### config.mk
export PLATFORM = sky130hd
export DESIGN_NAME = ws2812_pixel_serializer
export DESIGN_NICKNAME = d
export VERILOG_FILES = /design/src/hdl/wps_pkg.sv /design/src/hdl/ws2812_pixel_serializer.sv /design/src/hdl/wps_front.sv /design/src/hdl/wps_queue.sv /design/src/hdl/wps_back.sv
export SDC_FILE = /design/constraint.sdc
export NUM_CORES = 1
export LEC_CHECK = 0
export ABC_CLOCK_PERIOD_IN_PS = 7600
export BUFFER_PORTS_ARGS = -buffer_cell sky130_fd_sc_hd__buf_2
export CORE_ASPECT_RATIO = 1.1
export CORE_UTILIZATION = 55
export DETAILED_ROUTE_END_ITERATION = 8
export GPL_TIMING_DRIVEN = 0
export PLACE_DENSITY = 0.73
export SLEW_MARGIN = 0
export SYNTH_ARGS = -nofsm -noshare
export SYNTH_HDL_FRONTEND = slang
export SYNTH_SLANG_ARGS = --single-unit
export TNS_END_PERCENT = 50
### constraint.sdc
create_clock -name clk -period 7.6 [get_ports clk]
set_clock_uncertainty 0.05 [all_clocks]
set_input_delay 0.38 -clock clk [delete_from_list [all_inputs] [get_ports clk]]
set_output_delay 0.38 -clock clk [all_outputs]
set_load 0.01 [all_outputs]
### src/hdl/wps_pkg.sv
`timescale 1ns / 1ps
// Shared types, codes and helpers of the WS2812 pixel serializer.
package wps_pkg;

	localparam int PIXELS     = 16;
	localparam int PIX_AW     = $clog2(PIXELS);
	localparam int ACT_W      = $clog2(PIXELS + 1);
	localparam int COLOR_W    = 24;
	localparam int BIT_W      = $clog2(COLOR_W);
	localparam int TICK_W     = 16;
	localparam int CFG_DW     = 16;
	localparam int CFG_AW     = 3;
	localparam int QDEPTH     = 2;
	localparam int QPTR_W     = $clog2(QDEPTH);
	localparam int QCNT_W     = $clog2(QDEPTH + 1);

	localparam logic [1:0] OP_SET  = 2'd0;
	localparam logic [1:0] OP_GET  = 2'd1;
	localparam logic [1:0] OP_SHOW = 2'd2;
	localparam logic [1:0] OP_TICK = 2'd3;

	localparam logic [1:0] ST_OK    = 2'd0;
	localparam logic [1:0] ST_RANGE = 2'd1;
	localparam logic [1:0] ST_BUSY  = 2'd2;

	localparam logic [CFG_AW-1:0] REG_PIXEL_COUNT = 3'd0;
	localparam logic [CFG_AW-1:0] REG_ONE_HIGH    = 3'd1;
	localparam logic [CFG_AW-1:0] REG_ZERO_HIGH   = 3'd2;
	localparam logic [CFG_AW-1:0] REG_BIT_TICKS   = 3'd3;
	localparam logic [CFG_AW-1:0] REG_LATCH_TICKS = 3'd4;

	typedef struct packed {
		logic [4:0]        pixel_count;
		logic [7:0]        one_high_ticks;
		logic [7:0]        zero_high_ticks;
		logic [7:0]        bit_ticks;
		logic [TICK_W-1:0] latch_ticks;
	} cfg_t;

	// One classified command as it sits in the queue; color already in GRB order.
	typedef struct packed {
		logic [1:0]         op;
		logic [PIX_AW-1:0]  idx;
		logic               idx_ok;
		logic [COLOR_W-1:0] grb;
	} item_t;

	function automatic logic [ACT_W-1:0] active_count(input logic [4:0] cnt);
		logic [ACT_W-1:0] res;
		if (cnt > 5'(PIXELS))
			res = ACT_W'(PIXELS);
		else
			res = ACT_W'(cnt);
		return res;
	endfunction

	function automatic logic [COLOR_W-1:0] rgb_to_grb(input logic [COLOR_W-1:0] c);
		return {c[15:8], c[23:16], c[7:0]};
	endfunction

	function automatic logic [COLOR_W-1:0] grb_to_rgb(input logic [COLOR_W-1:0] w);
		return {w[15:8], w[23:16], w[7:0]};
	endfunction

endpackage

### src/hdl/ws2812_pixel_serializer.sv
`timescale 1ns / 1ps
// Top level of the WS2812 pixel serializer: config registers, front end, queue, engine.
// A command taken at a clock edge is written into the queue, handled by the line engine at
// the queue head, and its result is registered and strobed by done; one command per cycle
// is sustained. busy never rises: the engine pops the queue in every cycle it holds a command.
// Reset (arst_n low, asynchronous) clears the pixel store to black, idles the line
// and loads the default timing; results cannot be stalled by the receiver.
module ws2812_pixel_serializer (
	input  logic                        clk,
	input  logic                        arst_n,
	input  logic                        start,
	output logic                        busy,
	input  logic [1:0]                  opcode,
	input  logic [7:0]                  pixel_index,
	input  logic [23:0]                 color,
	output logic                        done,
	output logic                        line_level,
	output logic [23:0]                 read_color,
	output logic                        busy_res,
	output logic [1:0]                  status,
	input  logic                        wr_en,
	input  logic [wps_pkg::CFG_AW-1:0]  wr_index,
	input  logic [wps_pkg::CFG_DW-1:0]  wr_data
);
	import wps_pkg::*;

	cfg_t             cfg_q;
	logic [ACT_W-1:0] active;
	logic             push, q_full, head_vld;
	item_t            push_item, head;

	always_ff @(posedge clk or negedge arst_n) begin
		if (!arst_n) begin
			cfg_q.pixel_count     <= 5'd12;
			cfg_q.one_high_ticks  <= 8'd16;
			cfg_q.zero_high_ticks <= 8'd8;
			cfg_q.bit_ticks       <= 8'd25;
			cfg_q.latch_ticks     <= 16'd1000;
		end else if (wr_en) begin
			unique case (wr_index)
				REG_PIXEL_COUNT: cfg_q.pixel_count     <= wr_data[4:0];
				REG_ONE_HIGH:    cfg_q.one_high_ticks  <= wr_data[7:0];
				REG_ZERO_HIGH:   cfg_q.zero_high_ticks <= wr_data[7:0];
				REG_BIT_TICKS:   cfg_q.bit_ticks       <= wr_data[7:0];
				REG_LATCH_TICKS: cfg_q.latch_ticks     <= wr_data[TICK_W-1:0];
				default: begin
				end
			endcase
		end
	end

	assign active = active_count(cfg_q.pixel_count);
	assign busy   = q_full;

	wps_front u_front (
		.start       (start),
		.q_full      (q_full),
		.opcode      (opcode),
		.pixel_index (pixel_index),
		.color       (color),
		.active      (active),
		.push        (push),
		.item        (push_item)
	);

	wps_queue u_queue (
		.clk       (clk),
		.arst_n    (arst_n),
		.push      (push),
		.push_item (push_item),
		.full      (q_full),
		.head_vld  (head_vld),
		.head      (head)
	);

	wps_back u_back (
		.clk        (clk),
		.arst_n     (arst_n),
		.head_vld   (head_vld),
		.head       (head),
		.cfg        (cfg_q),
		.active     (active),
		.done       (done),
		.line_level (line_level),
		.read_color (read_color),
		.busy_res   (busy_res),
		.status     (status)
	);

endmodule

### src/hdl/wps_front.sv
`timescale 1ns / 1ps
// Command front end: takes commands, range-checks the index, reorders the color.
module wps_front (
	input  logic                      start,
	input  logic                      q_full,
	input  logic [1:0]                opcode,
	input  logic [7:0]                pixel_index,
	input  logic [23:0]               color,
	input  logic [wps_pkg::ACT_W-1:0] active,
	output logic                      push,
	output wps_pkg::item_t            item
);
	import wps_pkg::*;

	assign push = start && !q_full;

	always_comb begin
		item.op     = opcode;
		item.idx    = pixel_index[PIX_AW-1:0];
		item.idx_ok = 1'b0;
		item.grb    = '0;
		unique case (opcode)
			OP_SET: begin
				item.idx_ok = pixel_index < 8'(active);
				item.grb    = rgb_to_grb(color);
			end
			OP_GET: begin
				item.idx_ok = pixel_index < 8'(active);
			end
			default: begin
			end
		endcase
	end

endmodule

### src/hdl/wps_queue.sv
`timescale 1ns / 1ps
// Short command queue between the front end and the line engine.
module wps_queue (
	input  logic           clk,
	input  logic           arst_n,
	input  logic           push,
	input  wps_pkg::item_t push_item,
	output logic           full,
	output logic           head_vld,
	output wps_pkg::item_t head
);
	import wps_pkg::*;

	item_t             entry_q [QDEPTH];
	logic [QPTR_W-1:0] wr_ptr_q;
	logic [QPTR_W-1:0] rd_ptr_q;
	logic [QCNT_W-1:0] cnt_q;
	logic              pop;

	assign full     = cnt_q == QCNT_W'(QDEPTH);
	assign head_vld = cnt_q != '0;
	assign pop      = head_vld;	// engine drains one command per cycle
	assign head     = entry_q[rd_ptr_q];

	always_ff @(posedge clk) begin
		if (push)
			entry_q[wr_ptr_q] <= push_item;
	end

	always_ff @(posedge clk or negedge arst_n) begin
		if (!arst_n) begin
			wr_ptr_q <= '0;
			rd_ptr_q <= '0;
			cnt_q    <= '0;
		end else begin
			if (push)
				wr_ptr_q <= wr_ptr_q + 1'b1;
			if (pop)
				rd_ptr_q <= rd_ptr_q + 1'b1;
			cnt_q <= cnt_q + QCNT_W'(push) - QCNT_W'(pop);
		end
	end

endmodule

### src/hdl/wps_back.sv
`timescale 1ns / 1ps
// Line engine: pixel store, frame/latch sequencer and result register.
module wps_back (
	input  logic                      clk,
	input  logic                      arst_n,
	input  logic                      head_vld,
	input  wps_pkg::item_t            head,
	input  wps_pkg::cfg_t             cfg,
	input  logic [wps_pkg::ACT_W-1:0] active,
	output logic                      done,
	output logic                      line_level,
	output logic [23:0]               read_color,
	output logic                      busy_res,
	output logic [1:0]                status
);
	import wps_pkg::*;

	localparam logic [1:0] PH_IDLE  = 2'd0;
	localparam logic [1:0] PH_SEND  = 2'd1;
	localparam logic [1:0] PH_LATCH = 2'd2;

	logic [COLOR_W-1:0] mem [PIXELS];
	logic [PIXELS-1:0]  vld_q;

	logic [1:0]        phase_q, phase_d;
	logic [PIX_AW-1:0] pix_q, pix_d;
	logic [BIT_W-1:0]  bit_q, bit_d;
	logic [TICK_W-1:0] tick_q, tick_d;
	logic              line_q, line_d;

	logic [COLOR_W-1:0] word_q;
	logic               word_vld_q;
	logic [COLOR_W-1:0] rd_word_q;
	logic               rd_vld_q;

	logic       done_q, lvl_q, busy_q, rdok_q;
	logic [1:0] st_q;

	logic              busy, we, rd_ok, lvl, bit_val, send_lvl;
	logic [1:0]        st;
	logic [BIT_W-1:0]  bsel;
	logic [7:0]        high, period;
	logic [TICK_W-1:0] latch_len;
	logic [TICK_W:0]   tick_inc;
	logic [ACT_W-1:0]  pix_next;

	assign busy      = phase_q != PH_IDLE;
	assign bsel      = BIT_W'(COLOR_W - 1) - bit_q;
	assign bit_val   = word_vld_q && word_q[bsel];
	assign high      = bit_val ? cfg.one_high_ticks : cfg.zero_high_ticks;
	assign send_lvl  = tick_q < TICK_W'(high);
	assign period    = (cfg.bit_ticks == '0) ? 8'd1 : cfg.bit_ticks;
	assign latch_len = (cfg.latch_ticks == '0) ? TICK_W'(1) : cfg.latch_ticks;
	assign tick_inc  = {1'b0, tick_q} + 1'b1;

	always_comb begin
		phase_d  = phase_q;
		pix_d    = pix_q;
		bit_d    = bit_q;
		tick_d   = tick_q;
		line_d   = line_q;
		lvl      = line_q;
		rd_ok    = 1'b0;
		we       = 1'b0;
		st       = ST_OK;
		pix_next = ACT_W'(pix_q);
		if (head_vld) begin
			unique case (head.op)
				OP_SET: begin
					if (busy)
						st = ST_BUSY;
					else if (!head.idx_ok)
						st = ST_RANGE;
					else
						we = 1'b1;
				end
				OP_GET: begin
					if (!head.idx_ok)
						st = ST_RANGE;
					else
						rd_ok = 1'b1;
				end
				OP_SHOW: begin
					if (busy) begin
						st = ST_BUSY;
					end else begin
						pix_d   = '0;
						bit_d   = '0;
						tick_d  = '0;
						line_d  = 1'b0;
						lvl     = 1'b0;
						phase_d = (active != '0) ? PH_SEND : PH_LATCH;
					end
				end
				default: begin
					lvl = 1'b0;
					unique case (phase_q)
						PH_SEND: begin
							lvl    = send_lvl;
							tick_d = tick_inc[TICK_W-1:0];
							if (tick_inc >= (TICK_W + 1)'(period)) begin
								tick_d = '0;
								if (bit_q == BIT_W'(COLOR_W - 1)) begin
									bit_d    = '0;
									pix_next = ACT_W'(pix_q) + 1'b1;
								end else begin
									bit_d = bit_q + 1'b1;
								end
								if (pix_next >= active) begin
									phase_d = PH_LATCH;
									pix_d   = '0;
									bit_d   = '0;
								end else begin
									pix_d = pix_next[PIX_AW-1:0];
								end
							end
						end
						PH_LATCH: begin
							tick_d = tick_inc[TICK_W-1:0];
							if (tick_inc >= (TICK_W + 1)'(latch_len)) begin
								tick_d  = '0;
								phase_d = PH_IDLE;
							end
						end
						default: begin
						end
					endcase
					line_d = lvl;
				end
			endcase
		end
	end

	// Store writes happen only while idle, so the frame word read never races a write.
	always_ff @(posedge clk) begin
		if (we)
			mem[head.idx] <= head.grb;
		rd_word_q <= mem[head.idx];
		word_q    <= mem[pix_d];
	end

	always_ff @(posedge clk or negedge arst_n) begin
		if (!arst_n) begin
			vld_q      <= '0;
			rd_vld_q   <= 1'b0;
			word_vld_q <= 1'b0;
		end else begin
			if (we)
				vld_q[head.idx] <= 1'b1;
			rd_vld_q   <= vld_q[head.idx];
			word_vld_q <= vld_q[pix_d];
		end
	end

	always_ff @(posedge clk or negedge arst_n) begin
		if (!arst_n) begin
			phase_q <= PH_IDLE;
			pix_q   <= '0;
			bit_q   <= '0;
			tick_q  <= '0;
			line_q  <= 1'b0;
			done_q  <= 1'b0;
			lvl_q   <= 1'b0;
			busy_q  <= 1'b0;
			rdok_q  <= 1'b0;
			st_q    <= ST_OK;
		end else begin
			phase_q <= phase_d;
			pix_q   <= pix_d;
			bit_q   <= bit_d;
			tick_q  <= tick_d;
			line_q  <= line_d;
			done_q  <= head_vld;
			if (head_vld) begin
				lvl_q  <= lvl;
				busy_q <= phase_d != PH_IDLE;
				rdok_q <= rd_ok;
				st_q   <= st;
			end
		end
	end

	assign done       = done_q;
	assign line_level = lvl_q;
	assign busy_res   = busy_q;
	assign status     = st_q;
	assign read_color = (rdok_q && rd_vld_q) ? grb_to_rgb(rd_word_q) : '0;

endmodule
==> impl_metrics.ini <==
[min_path]
hp-class = in2reg

[sta]
maxSlewHeadroom = 0.105
slew_violations = 0
fmax_ghz = 0.167
rsz0062_at_grt = false
tightest_slew_ns = 1.32
period_share = 0.790
setup_tns_ns = 0
final.min_clock_period_ns = 6.00
hold_viol = 0
setup_viol = 0

[yosys]
yosys-top-cells-count = edfxtp_1 (446), nand2_1 (309), nand3_1 (117)
synth.distinct_cells = 70
syn-instance-count = 2205
synth.area.top_cells = edfxtp_1 (47%), mux4_2 (8.4%), dfrtp_1 (7.6%)
yosysSeqAreaShare = 0.590
synth_fp_nets = 2309
postSynthAreaPerCell_um2 = 13.0
synth_flop_cell = edfxtp_1
synth-edff-count = 446
synth_top_area_cell = edfxtp_1
yosysMostFrequentCell = edfxtp_1
postSynth.asyncResetShare = 0.168
synth.top_cell.area_share = 0.468
ys_ff_latch = 594
yosysWarnings = 0
syn_area_mm2 = 0.0286

[clocking]
clk_pin_slew_worst_paths_ns = 0.06
h-tree-depth = 2
clockRootBuffer = clkbuf_16
clk_latency_ns = 0.64
tritoncts = yes
cts_num_sinks = 594
cts_buffer_depth = 3
cts_resized = 0
cts_inserted_buffers = 59

[detailed_routing]
wl_per_cell_um = 27.7
drc_errors = 0
avgViaCountPerCell = 6.64
postRouteAntennaNets = 0
wirelength_um = 86100
drt_iter0_drc = 2669
firstDrtPassIters = 8
dr_total_vias = 20678

[placement]
port_buffers = 86
dpl.hpwl_um = 60300
gp_congestion = 0.937

[final_layout]
final_util = 0.633
nets = 2500
multi_input_area_mm2 = 0.0110
area_delta_synth_final_pct = 13.5
drive_gt1_frac = 0.189
diodes = 0
n_fill_cell = 3815
seq_area_mm2 = 0.0169

[grt]
grt_pass1_wl_um = 127000
grt-ovfl-total = 0
grt_start_max_net_pins = 61
grt_pass1_vias = 20358
track_usage = 0.329
antenna_found_initial = 4

[critical_path]
cp-start-kind = register
endpoint_kind = register
crit_required_ns = 8.05
r2r_slack_ns = 1.60
path_class = reg2reg
cp_max_fo = 10
critical_path_arrival_ns = 6.45

[floorplan]
die_y_um = 241
die-area_mm2 = 0.0529
core_area_mm2 = 0.0513
ios = 87
floorplan.rows = 87
start_util = 0.558
die_width_um = 219

[power_and_ir_drop]
peakVddDrop_uv = 218
power_density_mw_per_mm2 = 295
leakagePower_nw = 11.8

[job]
cap_violations = 0

[outcome]
status = finished clean
-- placed cells by master, fill, tap and decap left out, types with 47 or more instances in the layout --
cell / synthesis / layout
buf_2: 16 / 101
clkbuf_16: 0 / 61
a21oi_1: 62 / 62
and2_1: 53 / 53
edfxtp_1: 446 / 446
nand3_1: 117 / 117
mux2_2: 59 / 59
nor3_1: 62 / 62
dfxtp_1: 48 / 48
a32oi_1: 51 / 51
clkbuf_1: 99 / 118
ha_1: 47 / 47
mux2i_1: 65 / 65
a22o_1: 52 / 52
nand2_1: 309 / 309
nand3b_1: 52 / 52
dfrtp_1: 87 / 87
mux4_2: 107 / 107
-- power breakdown --
group | switching (W) | total, W | internal (W)
logic | 0.00159 | 0.00247 | 0.000881
clock network | 0.00126 | 0.00297 | 0.00171
registers | 0.000125 | 0.00414 | 0.00402
total | 0.00298 | 0.00959 | 0.00661
-- timing repair --
item,CTS,global route
hold buffers,38,0
buffers inserted,0,0
hold endpoints to repair,111,0
-- sequential cells by signal, summed over array words and instances (netlist names), 4 cells and up --
name	count
u_queue.entry_q	62
u_back.bit_q	5
u_back.vld_q	16
cfg_q	45
u_back.tick_q	16
u_back.rd_word_q	24
u_back.word_q	24
u_back.mem	384
u_back.pix_q	4
-- layer usage --
| metal | vias up | part of all wire | global-route usage |
|---|---|---|---|
| met3 | 230 | 0.10 | 0.0567 |
| met2 | 1300 | 0.49 | 0.546 |
| met5 | - | 0.00057 | 0 |
| met4 | 8 | 0.040 | 0.140 |
| met1 | 10279 | 0.37 | 0.428 |
| li1 | 8861 | - | - |
-- worst max-delay path, stage by stage (launching register included) --
cell,delay [ns]
dfrtp_1,0.32
clkbuf_1,0.30
and3_1,0.21
clkbuf_1,0.43
nand2_1,0.17
xor2_1,0.36
inv_1,0.14
ha_1,0.31
a21o_1,0.16
a21o_1,0.20
a21o_1,0.30
or4_1,0.55
a21oi_1,0.96
clkbuf_1,0.84
a32oi_1,0.17
nand4_1,0.27
nor3_1,0.12
-- area by class of cell --
type | count | share of cell area
Clock buffer | 87 | 0.0522
Inverter | 39 | 0.00451
Clock inverter | 25 | 0.00829
Multi-Input combinational cell | 1420 | 0.340
Buffer | 152 | 0.0214
Sequential cell | 594 | 0.520
Timing Repair Buffer | 130 | 0.0287
Tap cell | 667 | 0.0257
-- cells by family after synthesis --
family	count (synthesis)	share of synthesized area
fa+ha+maj	47	0.0206
buf+inv	191	0.0294
flops	594	0.590
mux	232	0.131
simple gates	801	0.143
xor+xnor	19	0.00582
compound gates	321	0.0802
-- final timing paths --
kind / from / endpoint / depth (start not counted)
setup / recovery: u_back.bit_q[2]$_DFFE_PN0P_ / u_back.word_q[14]$_DFF_P_ / 16
hold / removal: color[0] / u_queue.entry_q[1][0]$_DFFE_PP_ / 2
setup reg to reg: u_back.bit_q[2]$_DFFE_PN0P_ / u_back.word_q[14]$_DFF_P_ / 16
hold reg to reg: u_back.vld_q[13]$_DFFE_PN0P_ / u_back.vld_q[13]$_DFFE_PN0P_ / 1
max in group asynchronous: arst_n / cfg_q[27]$_DFFE_PN1P_ / 3
min in group asynchronous: arst_n / u_queue.wr_ptr_q$_DFFE_PN0P_ / 2
-- per-stage QoR --
stage          setup WS [ns]  hold WS (ns)  instance area (um^2)  total power (W)  cells
2_1_floorplan           3.79        0.0344                 28600          0.00568   2205
3_3_place_gp            1.98         0.418                 29900          0.00649   2958
3_5_place_dp            1.89         0.424                 30100          0.00661   2964
4_1_cts                 1.84       0.00114                 32500          0.00955   3114
5_1_grt                 1.55        0.0225                 32500          0.00986   3114
6_report                1.60        0.0167                 32500          0.00959   3114
No activity file was read; power rests on OpenSTA's default activity.
